--- config.mk ---
export PLATFORM = sky130hd
export DESIGN_NAME = bsh_mod
export DESIGN_NICKNAME = d
export VERILOG_FILES = /design/src/sv/bsh_pkg.sv /design/src/sv/bsh_mod.sv
export SDC_FILE = /design/constraint.sdc
export NUM_CORES = 1
export LEC_CHECK = 0
export BUFFER_PORTS_ARGS = -buffer_cell sky130_fd_sc_hd__buf_4
export CORE_ASPECT_RATIO = 1.2
export CORE_MARGIN = 2
export CORE_UTILIZATION = 50
export DETAILED_ROUTE_END_ITERATION = 10
export GPL_ROUTABILITY_DRIVEN = 0
export PLACE_DENSITY = 0.68
export SLEW_MARGIN = 20
export SYNTH_ARGS = -nofsm -noshare
export SYNTH_HDL_FRONTEND = slang
export SYNTH_SLANG_ARGS = --single-unit
export TNS_END_PERCENT = 10
--- constraint.sdc ---
create_clock -name clk -period 27.5 [get_ports clk]
set_input_delay 5.5 -clock clk [delete_from_list [all_inputs] [get_ports clk]]
set_output_delay 5.5 -clock clk [all_outputs]
set_load 0.03 [all_outputs]
--- src/sv/bsh_pkg.sv ---
// Shared types and constants for the subsampled Bayer histogram block.
// Used by the position tracker, the modulo unit, the top level and the checker.
// No dependencies.
`timescale 1ns / 1ps
`default_nettype none

package bsh_pkg;

  // Request codes
  localparam logic [1:0] REQ_FRAME_BYTE = 2'd0;
  localparam logic [1:0] REQ_READ_BIN   = 2'd1;
  localparam logic [1:0] REQ_CLEAR      = 2'd2;

  // Configuration register indexes
  localparam int CFG_IDX_W  = 3;
  localparam int CFG_DATA_W = 16;
  localparam logic [CFG_IDX_W-1:0] REG_LINE_BYTES     = 3'd0;
  localparam logic [CFG_IDX_W-1:0] REG_FIRST_PAIR_ROW = 3'd1;
  localparam logic [CFG_IDX_W-1:0] REG_END_PAIR_ROW   = 3'd2;
  localparam logic [CFG_IDX_W-1:0] REG_FIRST_PAIR_COL = 3'd3;
  localparam logic [CFG_IDX_W-1:0] REG_END_PAIR_COL   = 3'd4;
  localparam logic [CFG_IDX_W-1:0] REG_SUBSAMPLE_STEP = 3'd5;

  // Field and state widths
  localparam int LINE_BYTES_W = 16;
  localparam int PAIR_W       = 12;
  localparam int STEP_W       = 8;
  localparam int PCOL_W       = 15;  // byte position / 3
  localparam int LINE_W       = 13;
  localparam int SUB_W        = 2;
  localparam int OUT_CNT_W    = 16;
  localparam int MOD_STAGES   = 3;

  // Byte position within a three-byte group
  localparam logic [SUB_W-1:0] SUB_MSB_FIRST  = 2'd0;
  localparam logic [SUB_W-1:0] SUB_MSB_SECOND = 2'd1;
  localparam logic [SUB_W-1:0] SUB_LSB        = 2'd2;

  // Register reset values
  localparam logic [LINE_BYTES_W-1:0] RST_LINE_BYTES     = 16'd5800;
  localparam logic [PAIR_W-1:0]       RST_FIRST_PAIR_ROW = 12'd20;
  localparam logic [PAIR_W-1:0]       RST_END_PAIR_ROW   = 12'd1100;
  localparam logic [PAIR_W-1:0]       RST_FIRST_PAIR_COL = 12'd6;
  localparam logic [PAIR_W-1:0]       RST_END_PAIR_COL   = 12'd1926;
  localparam logic [STEP_W-1:0]       RST_SUBSAMPLE_STEP = 8'd16;

  typedef struct packed {
    logic [1:0] req_type;
    logic       frame_start;
    logic [7:0] data_byte;
    logic [1:0] read_channel;
    logic [7:0] read_bin;
  } req_t;

  typedef struct packed {
    logic [OUT_CNT_W-1:0] bin_count;
    logic [1:0]           out_channel;
    logic [7:0]           out_bin;
  } rsp_t;

  typedef struct packed {
    logic [LINE_BYTES_W-1:0] line_bytes;
    logic [PAIR_W-1:0]       first_pair_row;
    logic [PAIR_W-1:0]       end_pair_row;
    logic [PAIR_W-1:0]       first_pair_col;
    logic [PAIR_W-1:0]       end_pair_col;
    logic [STEP_W-1:0]       subsample_step;
  } cfg_t;

  // Window status of the byte at the head of the request channel
  typedef struct packed {
    logic              row_in;
    logic              col_in;
    logic [SUB_W-1:0]  sub;
    logic              odd_line;
    logic [PAIR_W-1:0] row_diff;
    logic [PAIR_W-1:0] col_diff;
  } pos_t;

endpackage

`default_nettype wire

--- src/sv/bsh_mod.sv ---
// Pipelined restoring remainder unit: a PAIR_W-bit offset modulo the step.
// MOD_STAGES register stages, PAIR_W / MOD_STAGES quotient bits each. Uses bsh_pkg.
`timescale 1ns / 1ps
`default_nettype none

module bsh_mod import bsh_pkg::*; (
  input  logic              clk,
  input  logic              en,
  input  logic [PAIR_W-1:0] dividend,
  input  logic [STEP_W:0]   divisor,
  output logic [STEP_W-1:0] rem
);

  localparam int BPS = PAIR_W / MOD_STAGES;

  logic [STEP_W-1:0] rem_q [MOD_STAGES];
  logic [PAIR_W-1:0] div_q [MOD_STAGES-1];

  for (genvar s = 0; s < MOD_STAGES; s++) begin : g_stage
    logic [STEP_W-1:0] r_in;
    logic [PAIR_W-1:0] d_in;
    logic [STEP_W-1:0] r_out;

    if (s == 0) begin : g_first
      assign r_in = '0;
      assign d_in = dividend;
    end else begin : g_next
      assign r_in = rem_q[s-1];
      assign d_in = div_q[s-1];
    end

    always_comb begin
      logic [PAIR_W-1:0] sh;
      logic [STEP_W:0]   t;
      sh    = d_in << (s * BPS);
      r_out = r_in;
      for (int j = 0; j < BPS; j++) begin
        t = {r_out, sh[PAIR_W-1]};
        if (t >= divisor) begin
          t = t - divisor;
        end
        r_out = t[STEP_W-1:0];
        sh    = sh << 1;
      end
    end

    always_ff @(posedge clk) begin
      if (en) begin
        rem_q[s] <= r_out;
      end
    end

    if (s < MOD_STAGES - 1) begin : g_carry
      always_ff @(posedge clk) begin
        if (en) begin
          div_q[s] <= d_in;
        end
      end
    end
  end

  assign rem = rem_q[MOD_STAGES-1];

endmodule

`default_nettype wire

### After elaboration in Yosys (flattened, before gate mapping)

Memory sizes are Yosys's and may differ from the RTL's.
Cells that the tools add are included.

| cells by class | value |
|---|---|
| mux-type cells | 14 |
| add/sub/neg operators | 12 |
| $lt $le $gt $ge | 12 |

Operator list:

| cell | count |
|---|---|
| $ge 9x9->1 | 11 |
| $mux 8 | 12 |
| $sub 8x8->8 | 11 |
| $ge 1x9->1 | 1 |
| $sub 1x8->8 | 1 |
| $mux 1 | 2 |

| word-level totals | value |
|---|---|
| memory bits (writable) | 48 |
| bits of input ports | 23 |
| memories kept | 2 |
| register bits after elaboration | 0 |

Memory list:

| memory | words | bits a word | rd ports | clocked after Yosys merged registers in | write ports | RTL line | text |
|---|---|---|---|---|---|---|---|
| div_q | 2 | 12 | 2 | 0 | 2 | bsh_mod.sv:17 | `logic [PAIR_W-1:0] div_q [MOD_STAGES-1];` |
| rem_q | 3 | 8 | 3 | 0 | 3 | bsh_mod.sv:16 | `logic [STEP_W-1:0] rem_q [MOD_STAGES];` |

### Logic depth before layout (Yosys ltp)

An unclocked memory read counts as a cell.

| logic depth | value |
|---|---|
| depth after elaboration | 9 |
| depth in mapped cells | 34 |

### Worst setup path after synthesis

Ideal clock, no wire load.

| timing | value |
|---|---|
| kind | input-to-reg |
| from | input port divisor[1] |
| to | memory rem_q[2][1] (netlist: rem_q[0][17]) (data pin) |
| path slack | 14.941 ns |
| buffers on the path | 4 |
| arrival | 12.299 ns |
| required time | 27.240 ns |
| cell stages on the path | 33 |
| cells stage by stage | inv_1 > ha_1 > nor2b_1 > o31a_1 > o31a_1 > or3_1 > and2_1 > ha_1 > buf_2 > and3_1 > nand3_1 > a31o_2 > and2_4 > buf_6 > or3_4 > nand2_1 > ha_1 > nand3_1 > o21ba_1 > o311ai_2 > and3_1 > or2_1 > buf_4 > o21ai_1 > ha_1 > nor2b_1 > o21a_1 > o21ai_0 > a21oi_1 > a21oi_1 > o21a_1 > clkbuf_1 > mux2_2 |

RTL lines:

| what | RTL line | text |
|---|---|---|
| from (decl) | bsh_mod.sv:10 | `input logic [STEP_W:0] divisor,` |
| to (decl) | bsh_mod.sv:16 |  |

==> flow_summary.json <==
{
  "area_growth_pct": 9.01,
  "ys.flop_type": "edfxtp_1",
  "drc_errors": 0,
  "fin_tns_setup_ns": 0,
  "die_x_um": 107,
  "grt_usage_pct": 25.3,
  "antenna_cells": 0,
  "dpl.cell_count": 913,
  "cts_resized": 0,
  "max_freq_mhz": 72.4,
  "arrival_ns": 13.86,
  "dieHeight_um": 128,
  "worst_setup_path_end_kind": "register",
  "rows": 45,
  "setup_violations": 0,
  "min_path_type": "register to register",
  "fin_crit_ns": 13.82,
  "wl_per_cell_um": 18.5,
  "drtIter0Drc": 249,
  "num_vias": 5768,
  "syn_area_per_cell_sq_um": 8.88,
  "synth-seq-cells": 36,
  "cts_buffer_depth": 2,
  "htreeDepth": 2,
  "avgViaCountPerCell": 6.26,
  "async_flop_share_pct": 0,
  "nets": 891,
  "cp_max_fo": 14,
  "ys_seq_area_share_pct": 16.9,
  "synth_top_family_by_area": "compound AO/OA/AOI/OAI gates",
  "hold_viol": 0,
  "firstDrtPassIters": 5,
  "io_pins": 31,
  "syn-instance-count": 719,
  "fin_cells": 921,
  "critical_path_class": "primary input to register",
  "synth_edf_count": 36,
  "cp_common_cell": "ha_1",
  "slew_viol_final": 0,
  "drtAntennaViolNets": 0,
  "yosysTopAreaCell": "ha_1",
  "yosys_warnings": 0,
  "slew_headroom_pct": 35.3,
  "gr-total-overflow": 0,
  "clk_pin_slew_ns": 0.06,
  "finClkSkew_ns": 0.00674,
  "synthSimpleGateAreaFrac_pct": 16.0,
  "post_cts_buffers": 0,
  "grt_start_max_net_pins": 37,
  "rsz0062_at_grt": "no",
  "hpwl_um": 13100,
  "yosysUniqueCellTypes": 85,
  "cpPeakStageDelay_ns": 0.50,
  "cp-start-kind": "primary input",
  "syn_nets": 854,
  "wl_um": 17000,
  "grt_pass1_wl_um": 27700,
  "start_util_pct": 50.9,
  "holdBufCountCts": 0,
  "synthXorXnorAreaFrac_pct": 6.45,
  "cp_slowest_cell": "o2bb2ai_1",
  "worstMarginPinSlew_ns": 0.971,
  "met2_length_um": 8580,
  "maxCapViolCount": 0,
  "wl_met1_um": 6870,
  "synth_top_area_share_pct": 19.8,
  "drive_gt1_share_pct": 14.3,
  "syn_area_sq_um": 6380,
  "cts_tree": "done",
  "worstPathRequired_ns": 27.54,
  "synth_compound_area_share_pct": 26.8,
  "mostFrequentLayoutCell": "ha_1",
  "register_area_sq_um": 1080,
  "synth_area_leaders": "ha_1, edfxtp_1, xnor2_1",
  "dieArea_sq_um": 13700,
  "synthAdderAreaFrac_pct": 23.2,
  "multiInputGateArea_sq_um": 5080,
  "numCtsBuffers": 5,
  "route.met3.wl_um": 705,
  "status": "complete, no violations",
  "core_area_sq_um": 12600,
  "grt_pass1_vias": 5835,
  "antenna_found_initial": 0,
  "cts-root-buf": "clkbuf_16",
  "finalCritPeriodShare_pct": 50.2,
  "fillers": 1145,
  "highest_layer": "met4",
  "clock_sinks": 36,
  "final_cell_mix": "ha_1, a21oi_1, nor2_1",
  "clk_latency_ns": 0.29,
  "io_buffers": 30,
  "muxShareOfSynthArea_pct": 7.13
}
[routing by layer]
layer / GRT usage (%) / up-vias
li1: - / 2804
met1: 28.8 / 2727
met2: 45.9 / 182
met3: 2.69 / 55
met4: 13.5 / 0
met5: 0 / -
[worst max-delay path, delay by kind of cell]
family | cells | cell delay, ns
compound gates | 12 | 3.54
buf+inv | 4 | 0.87
fa+ha+maj | 4 | 1.32
mux | 2 | 0.79
simple gates | 7 | 1.84
[worst paths after layout]
kind | from | end | slack, ns | cells past startpoint
setup / recovery | divisor[1] | rem_q[0][18]$_DFFE_PP_ | 13.68 | 29
hold / removal | div_q[0][0]$_DFFE_PP_ | div_q[0][12]$_DFFE_PP_ | 0.42 | 0
setup reg to reg | rem_q[0][8]$_DFFE_PP_ | rem_q[0][18]$_DFFE_PP_ | 19.22 | 26
hold reg to reg | div_q[0][0]$_DFFE_PP_ | div_q[0][12]$_DFFE_PP_ | 0.42 | 0
[sequential cells by signal, indices dropped and copies added (netlist names)]
name	flops
div_q	12
rem_q	24
[through the flow]
step                      utilization [%]  area (sq um)  setup WS (ns)  hold slack [ns]
after global placement               54.3          6820          13.58            0.402
after floorplan                         -          6380          14.94            0.400
after detailed placement             54.3          6820          13.43            0.408
after global routing                 55.4          6960          13.03            0.423
after CTS                            55.4          6960          13.73            0.421
final                                55.4          6960          13.68            0.419
[kinds of logic after synthesis]
| family | Yosys count |
|---|---|
| compound gates | 233 |
| xor+xnor | 47 |
| fa+ha+maj | 112 |
| buf+inv | 55 |
| flops | 36 |
| mux | 38 |
| simple gates | 198 |
[layout make-up]
type                       count  share of cell area [%]
multi-input combinational    628                    73.0
inverter                      49                    2.64
clock inverter                 2                   0.162
clock buffer                   6                    1.85
sequential                    36                    15.5
timing repair buffer          36                    3.88
tap                          164                    2.95
[cells in the mapped netlist, drive strengths merged (5+ instances only)]
cell    number
ha         101
inv         49
nor3        23
nand3       12
and3         5
nand2b       7
fa          11
and2        12
a211oi       7
xor2        15
o31a         6
nor2        51
or3         13
edfxtp      36
mux2i        8
nor2b       18
buf          5
o21ai       48
mux2        30
a31oi        9
o21a        28
o31ai        8
a21oi       53
o211ai       9
xnor2       32
or2          5
a21o        16
o21bai      10
nand2       34
nand4       10
Power is left out: the tool's default activity adds up to more than one toggle a clock period on the data nets, which glitch-free logic cannot reach.
