[src/sv/bsh_pkg.sv]
// Shared types and constants for the subsampled Bayer histogram block.
// Used by the position tracker, the modulo unit, the top level and the checker.
// No dependencies.
`timescale 1ns / 1ps
`default_nettype none

package bsh_pkg;

  // Request codes
  localparam logic [1:0] REQ_FRAME_BYTE = 2'd0;
  localparam logic [1:0] REQ_READ_BIN   = 2'd1;
  localparam logic [1:0] REQ_CLEAR      = 2'd2;

  // Configuration register indexes
  localparam int CFG_IDX_W  = 3;
  localparam int CFG_DATA_W = 16;
  localparam logic [CFG_IDX_W-1:0] REG_LINE_BYTES     = 3'd0;
  localparam logic [CFG_IDX_W-1:0] REG_FIRST_PAIR_ROW = 3'd1;
  localparam logic [CFG_IDX_W-1:0] REG_END_PAIR_ROW   = 3'd2;
  localparam logic [CFG_IDX_W-1:0] REG_FIRST_PAIR_COL = 3'd3;
  localparam logic [CFG_IDX_W-1:0] REG_END_PAIR_COL   = 3'd4;
  localparam logic [CFG_IDX_W-1:0] REG_SUBSAMPLE_STEP = 3'd5;

  // Field and state widths
  localparam int LINE_BYTES_W = 16;
  localparam int PAIR_W       = 12;
  localparam int STEP_W       = 8;
  localparam int PCOL_W       = 15;  // byte position / 3
  localparam int LINE_W       = 13;
  localparam int SUB_W        = 2;
  localparam int OUT_CNT_W    = 16;
  localparam int MOD_STAGES   = 3;

  // Byte position within a three-byte group
  localparam logic [SUB_W-1:0] SUB_MSB_FIRST  = 2'd0;
  localparam logic [SUB_W-1:0] SUB_MSB_SECOND = 2'd1;
  localparam logic [SUB_W-1:0] SUB_LSB        = 2'd2;

  // Register reset values
  localparam logic [LINE_BYTES_W-1:0] RST_LINE_BYTES     = 16'd5800;
  localparam logic [PAIR_W-1:0]       RST_FIRST_PAIR_ROW = 12'd20;
  localparam logic [PAIR_W-1:0]       RST_END_PAIR_ROW   = 12'd1100;
  localparam logic [PAIR_W-1:0]       RST_FIRST_PAIR_COL = 12'd6;
  localparam logic [PAIR_W-1:0]       RST_END_PAIR_COL   = 12'd1926;
  localparam logic [STEP_W-1:0]       RST_SUBSAMPLE_STEP = 8'd16;

  typedef struct packed {
    logic [1:0] req_type;
    logic       frame_start;
    logic [7:0] data_byte;
    logic [1:0] read_channel;
    logic [7:0] read_bin;
  } req_t;

  typedef struct packed {
    logic [OUT_CNT_W-1:0] bin_count;
    logic [1:0]           out_channel;
    logic [7:0]           out_bin;
  } rsp_t;

  typedef struct packed {
    logic [LINE_BYTES_W-1:0] line_bytes;
    logic [PAIR_W-1:0]       first_pair_row;
    logic [PAIR_W-1:0]       end_pair_row;
    logic [PAIR_W-1:0]       first_pair_col;
    logic [PAIR_W-1:0]       end_pair_col;
    logic [STEP_W-1:0]       subsample_step;
  } cfg_t;

  // Window status of the byte at the head of the request channel
  typedef struct packed {
    logic              row_in;
    logic              col_in;
    logic [SUB_W-1:0]  sub;
    logic              odd_line;
    logic [PAIR_W-1:0] row_diff;
    logic [PAIR_W-1:0] col_diff;
  } pos_t;

endpackage

`default_nettype wire

[src/sv/bsh_pos.sv]
// Frame position tracker: byte in line, pair column, group byte and line in frame.
// Reports window membership and offsets from the window origin. Uses bsh_pkg.
`timescale 1ns / 1ps
`default_nettype none

module bsh_pos import bsh_pkg::*; (
  input  logic clk,
  input  logic rst,
  input  logic advance,
  input  logic frame_start,
  input  cfg_t cfg,
  output pos_t pos
);

  logic [LINE_BYTES_W-1:0] byte_in_line, byte_in_line_next, cur_byte;
  logic [PCOL_W-1:0]       pair_col, pair_col_next, cur_col;
  logic [SUB_W-1:0]        sub, sub_next, cur_sub;
  logic [LINE_W-1:0]       line_in_frame, line_in_frame_next, cur_line;
  logic [PAIR_W-1:0]       pair_row;
  logic [LINE_BYTES_W:0]   line_len;
  logic                    line_end;

  // A frame start byte sits at line 0, byte 0
  assign cur_byte = frame_start ? '0 : byte_in_line;
  assign cur_col  = frame_start ? '0 : pair_col;
  assign cur_sub  = frame_start ? SUB_MSB_FIRST : sub;
  assign cur_line = frame_start ? '0 : line_in_frame;

  assign pair_row = cur_line[LINE_W-1:1];
  // zero length means 65536
  assign line_len = {(cfg.line_bytes == '0), cfg.line_bytes};
  assign line_end = ({1'b0, cur_byte} + 1'b1) >= line_len;

  always_comb begin
    if (line_end) begin
      byte_in_line_next  = '0;
      pair_col_next      = '0;
      sub_next           = SUB_MSB_FIRST;
      line_in_frame_next = (cur_line == '1) ? cur_line : cur_line + 1'b1;
    end else begin
      byte_in_line_next  = cur_byte + 1'b1;
      line_in_frame_next = cur_line;
      if (cur_sub == SUB_LSB) begin
        sub_next      = SUB_MSB_FIRST;
        pair_col_next = cur_col + 1'b1;
      end else begin
        sub_next      = cur_sub + 1'b1;
        pair_col_next = cur_col;
      end
    end
  end

  always_ff @(posedge clk) begin
    if (rst) begin
      byte_in_line  <= '0;
      pair_col      <= '0;
      sub           <= SUB_MSB_FIRST;
      line_in_frame <= '0;
    end else if (advance) begin
      byte_in_line  <= byte_in_line_next;
      pair_col      <= pair_col_next;
      sub           <= sub_next;
      line_in_frame <= line_in_frame_next;
    end
  end

  assign pos.row_in   = (pair_row >= cfg.first_pair_row) && (pair_row < cfg.end_pair_row);
  assign pos.col_in   = (cur_col >= PCOL_W'(cfg.first_pair_col)) &&
                        (cur_col < PCOL_W'(cfg.end_pair_col));
  assign pos.sub      = cur_sub;
  assign pos.odd_line = cur_line[0];
  assign pos.row_diff = pair_row - cfg.first_pair_row;
  // only meaningful inside the window, where the column fits in PAIR_W bits
  assign pos.col_diff = cur_col[PAIR_W-1:0] - cfg.first_pair_col;

endmodule

`default_nettype wire

[config.mk]
export PLATFORM = sky130hd
export DESIGN_NAME = bsh_pos
export DESIGN_NICKNAME = d
export VERILOG_FILES = /design/src/sv/bsh_pkg.sv /design/src/sv/bsh_pos.sv
export SDC_FILE = /design/constraint.sdc
export NUM_CORES = 1
export LEC_CHECK = 0
export ABC_AREA = 1
export BUFFER_PORTS_ARGS = -buffer_cell sky130_fd_sc_hd__buf_2
export CELL_PAD_IN_SITES_DETAIL_PLACEMENT = 0
export CELL_PAD_IN_SITES_GLOBAL_PLACEMENT = 1
export CORE_MARGIN = 8
export CORE_UTILIZATION = 39
export CTS_CLUSTER_DIAMETER = 60
export DETAILED_ROUTE_END_ITERATION = 7
export PLACE_DENSITY_LB_ADDON = 0.1
export SETUP_SLACK_MARGIN = 0.15
export SLEW_MARGIN = 0
export SYNTH_ARGS = -nofsm -noshare
export SYNTH_HDL_FRONTEND = slang
export SYNTH_SLANG_ARGS = --single-unit
[constraint.sdc]
create_clock -name clk -period 3.6 [get_ports clk]
set_input_delay 0 -clock clk [delete_from_list [all_inputs] [get_ports clk]]
set_output_delay 0 -clock clk [all_outputs]
set_load 0.005 [all_outputs]
Yosys cells after proc, flatten, opt, wreduce, memory -nomap -nowiden. Index checks and enable logic that the tools add are counted. W data, S select, Z words.

Reduce and logical (&&, ||, !) cells: 3. $lt $le $gt $ge: 5. Mux-type cells: 11. $add $sub $neg: 7. Equality and inequality tests: 2.

Operators with widths (number): $mux W15 (3); $mux W13 (3); $mux W16 (2); $sub A12 B12 Y12 (2); $add A16 B1 Y17 const B (1); $ge A17 B17 Y1 (1); $add A16 B1 Y16 const B (1); $logic_not A16 Y1 (1); $add A15 B1 Y15 const B (1); $ge A15 B12 Y1 (1); $lt A15 B12 Y1 (1); $add A13 B1 Y13 const B (1); $eq A13 B13 Y1 const B (1); $ge A12 B12 Y1 (1); $lt A12 B12 Y1 (1); $mux W2 (3); $add A2 B1 Y2 const B (1); $eq A2 B2 Y1 const B (1); $logic_and A1 B1 Y1 (2).

Word-level logic and storage cells: 32. Input bits: 76. Bits in registers: 46.

Longest topological paths before layout.
Depth in word-level cells: 4. Gate-level depth with buffers: 25. Depth with buffers taken out: 21.

Least setup slack after synthesis. Ideal clock, no wire load.

Kind: input -> register. Start: in frame_start. End: reg line_in_frame[10]. Required time: 3.472 ns. Data arrival time: 2.742 ns. Setup time: 0.128 ns. Cell stages on the path: 25. Slack: 0.730 ns. Cells stage by stage: buf_6 > buf_6 > buf_2 > nor2_1 > ha_1 > inv_1 > nor2_2 > nand2_1 > nor2_2 > nand2_1 > xor2_1 > inv_1 > ha_1 > nand2_1 > nor2_1 > nand3_1 > nor2_1 > nor2_1 > nand3_2 > buf_4 > buf_6 > nand3_1 > nand2_1 > nand2_1 > nor2_1.

Longest elaborated chain between the ends: 4. Elaborated cells between the ends (all ways): 8. Classes of those cells: 2 x add/sub; 1 x order compare; 1 x eq/ne; 4 x mux.

RTL lines: start, declared (RTL line bsh_pos.sv:10) `input logic frame_start,`; $mux W16 or $mux W13 (tied branches) (RTL line bsh_pos.sv:24, bsh_pos.sv:27); $add A16 B1 Y17, or another cell as far along (RTL line bsh_pos.sv:32) `assign line_end = ({1'b0, cur_byte} + 1'b1) >= line_len;`; $ge A17 B17 Y1 or $mux W13 (tied branches) (RTL line bsh_pos.sv:32, bsh_pos.sv:39); $mux W13 (*) (RTL line bsh_pos.sv:35) `if (line_end) begin`; end signal, assigned (RTL line bsh_pos.sv:63) `line_in_frame <= line_in_frame_next;`; end, declared (RTL line bsh_pos.sv:18) `logic [LINE_W-1:0] line_in_frame, line_in_frame_next, cur_line;`.

Every way passes the cells marked *; elsewhere a longest branch is shown, timed or not. A chain may end at the register's enable or synchronous reset.

Worst setup path after layout.
Start: reg byte_in_line[0]. End: reg byte_in_line[0].

Longest elaborated chain between the ends: 4. Elaborated cells between the ends (all ways): 5. Classes of those cells: 2 x add/sub; 1 x order compare; 2 x mux.

RTL lines: start, declared (RTL line bsh_pos.sv:15) `logic [LINE_BYTES_W-1:0] byte_in_line, byte_in_line_next, cur_byte;`; start signal, assigned (RTL line bsh_pos.sv:60) `byte_in_line <= byte_in_line_next;`; $mux W16 (*) (RTL line bsh_pos.sv:24) `assign cur_byte = frame_start ? '0 : byte_in_line;`; $add A16 B1 Y17 (RTL line bsh_pos.sv:32); $ge A17 B17 Y1 (RTL line bsh_pos.sv:32); $mux W16 (*) (RTL line bsh_pos.sv:35).

Marked as above.

==> results_dict.tcl <==
set metrics [dict create \
    wl_per_cell_um 12.5 \
    r2r_cells 21 \
    yosys_warnings 0 \
    clkTransAtPathRegs_ns 0.07 \
    finalHoldViolCount 0 \
    gp_congestion 0.792 \
    max_freq_ghz 0.330 \
    diodes 0 \
    post_cts_buffers 0 \
    drtPass1Iterations 4 \
    syn_area_um2 5370 \
    final_common_cell "nand2_1" \
    area_growth_pct 14.9 \
    gr-total-overflow 0 \
    irDropWorstVdd_uv 166 \
    fin_area_um2 6170 \
    io_buffers 96 \
    r2r_start "byte_in_line[0]" \
    cts-root-buf "clkbuf_16" \
    grt_pass1_vias 5260 \
    placed_area_um2 6010 \
    core_um2 13700 \
    instances_no_fill 1159 \
    drv_slew 0 \
    whs_endpoint "line_in_frame[5]" \
    num_rows 43 \
    drive_gt1_frac 0.141 \
    grt_use_total 0.164 \
    arrival_ns 3.25 \
    cp.required_ns 3.82 \
    nets 1124 \
    maxSlewHeadroom 0.636 \
    initial_core_util 0.393 \
    maxCapViolCount 0 \
    fillers 1563 \
    dp_cells 1153 \
    p_leak_uw 0.00323 \
    async_flop_share 0 \
    cp_max_fo 17 \
    seq_area_frac_synth 0.171 \
    fin_setup_tns_ns 0 \
    synthDistinctLibCells 43 \
    die_h_um 133 \
    crit_buf_inv 5 \
    hold_start "rst" \
    synth_seq_cells 46 \
    fin_crit_ns 3.03 \
    dp_hpwl_mm 11.9 \
    drc 0 \
    synth_nets 1033 \
    synthTopCellsByArea "dfxtp_1 (17%), nand2_1 (16%), ha_1 (15%)" \
    period_share 0.842 \
    finClkSkew_ns 0.00623 \
    htree_levels 2 \
    worstMarginPinSlew_ns 0.541 \
    clk_path_buf_depth 2 \
    synthCells 889 \
    status "complete, no violations" \
    setup_viol 0 \
    rsz0062_at_grt "false" \
    synth_top_area_share 0.171 \
    utilization 0.452 \
    wirelength_mm 14.5 \
    holdWs_ns 0.117 \
    drt_iter0_drc 160 \
    clkLatencyLatePin_ns 0.29 \
    power.density_nw_per_um2 194 \
    holdBufCountCts 0 \
    cp_slowest_cell "dfxtp_1" \
    clkSinkCount 46 \
    synth_edf_count 0 \
    post_cts_resized 0 \
    antenna_found_initial 0 \
    io_pins 105 \
    dieArea_um2 17800 \
    avgSynthCellArea_um2 6.04 \
    numCtsBuffers 5 \
    dieWidth_um 133 \
    layout_common_cells "nand2_1 (234), inv_1 (158), nor2_1 (103)" \
    cts_tree "built" \
    synth_flop_cell "dfxtp_1" \
    crit_path_end_kind "flop" \
    slowest_delay_ns 0.33 \
    r2r_end "byte_in_line[0]" \
    r2r_slack_ns 0.57 \
    grt_max_degree 36 \
    path_class "flop to flop" \
    grt_pass1_wl_mm 24.7 \
    worstPathCellList "inv_1 -> nor2_2 -> ha_1 -> inv_1 -> nor2_2 -> nand2_2 -> nor2_4 -> nand2_1 -> xor2_1 -> inv_1 -> ha_1 -> nand2_1 -> inv_1 -> a21oi_1 -> nand2_1 -> nand2_1 -> nand3_2 -> nor2_4 -> buf_6 -> o21ai_0 -> a21oi_1" \
    whs_path_depth 2 \
    synth_area_leader_cell "dfxtp_1" \
    num_vias 5465 \
    hold_path.class "input pin to flop" \
    crit_family "simple AND/OR/NAND/NOR gates" \
    viasPerCell 4.72 \
    critical_path.startpoint_type "flop" \
    postRouteAntennaNets 0 \
]
Yosys cell counts, types with 2 or more instances:
cell type  number
nand2_1       235
inv_1         158
nor2_1        106
a21oi_1        67
ha_1           66
dfxtp_1        46
nand3_1        45
o21ai_0        26
xor2_1         23
nand4_1        17
xnor2_1        15
nor3_1         11
clkbuf_1        9
nor2_2          8
nor4_1          8
a21o_1          4
buf_4           4
buf_2           3
buf_6           3
nand3b_1        3
a211oi_1        2
fa_1            2
nand2_2         2
nand3_2         2
nand4_2         2
nor2_4          2
nor3_2          2
o2111ai_1       2
o21ai_1         2
through the flow:
stage	total power [uW]	setup WS [ns]
final	1200	0.568
after global routing	1260	0.147
after CTS	1220	0.285
after detailed placement	749	0.323
after global placement	750	0.369
after floorplan	657	0.730
layer usage:
metal	routed length, um	part of all wire	track usage
met5	0	0	0
met4	151	0.010	0.0374
met3	655	0.045	0.0279
met2	6360	0.44	0.269
met1	7310	0.50	0.220
layout make-up:
cell class	count	area (um^2)	area share
multi-input combinational	661	3730	0.604
sequential	46	921	0.149
inverter	161	607	0.0983
timing repair buffer	105	552	0.0894
tap	180	225	0.0365
clock buffer	6	139	0.0225
logic make-up (layout without fill, tap and decap cells):
kind of cell / Yosys count / count (layout) / share of synthesized area
and+or+nand+nor: 446 / 446 / 0.358
buffers and inverters: 182 / 272 / 0.137
AOI/OAI and AO/OA: 108 / 108 / 0.107
adders and majority gates: 68 / 68 / 0.161
DFF: 46 / 46 / 0.171
xor gates and xnor gates: 39 / 39 / 0.0650
where the power goes:
part	internal (uW)	switching, uW
combinational	89.5	133
clock	269	195
sequential	511	1.52
state kept, by name (all words and copies together), names as in the netlist:
| signal | flops |
|---|---|
| sub | 2 |
| pair_col | 15 |
| line_in_frame | 13 |
| byte_in_line | 16 |
worst reg2reg max path, stage by stage, from the launching register on:
cell	delay [ns]
dfxtp_1	0.33
inv_1	0.07
nor2_2	0.12
ha_1	0.20
inv_1	0.07
nor2_2	0.15
nand2_2	0.10
nor2_4	0.12
nand2_1	0.09
xor2_1	0.14
inv_1	0.07
ha_1	0.28
nand2_1	0.12
inv_1	0.05
a21oi_1	0.13
nand2_1	0.07
nand2_1	0.15
nand3_2	0.15
nor2_4	0.12
buf_6	0.19
o21ai_0	0.11
a21oi_1	0.12
worst max path at each step:
| stage | from | end | depth (start not counted) |
|---|---|---|---|
| 6_report | byte_in_line[0] | byte_in_line[0] | 21 |
| 5_1_grt | byte_in_line[0] | line_in_frame[0] | 22 |
| 4_1_cts | byte_in_line[0] | byte_in_line[0] | 21 |
| 3_5_place_dp | byte_in_line[0] | byte_in_line[0] | 21 |
| 3_3_place_gp | byte_in_line[0] | byte_in_line[0] | 21 |
| 2_1_floorplan | frame_start | line_in_frame[10] | 25 |
(Power assumes the default switching activity.)
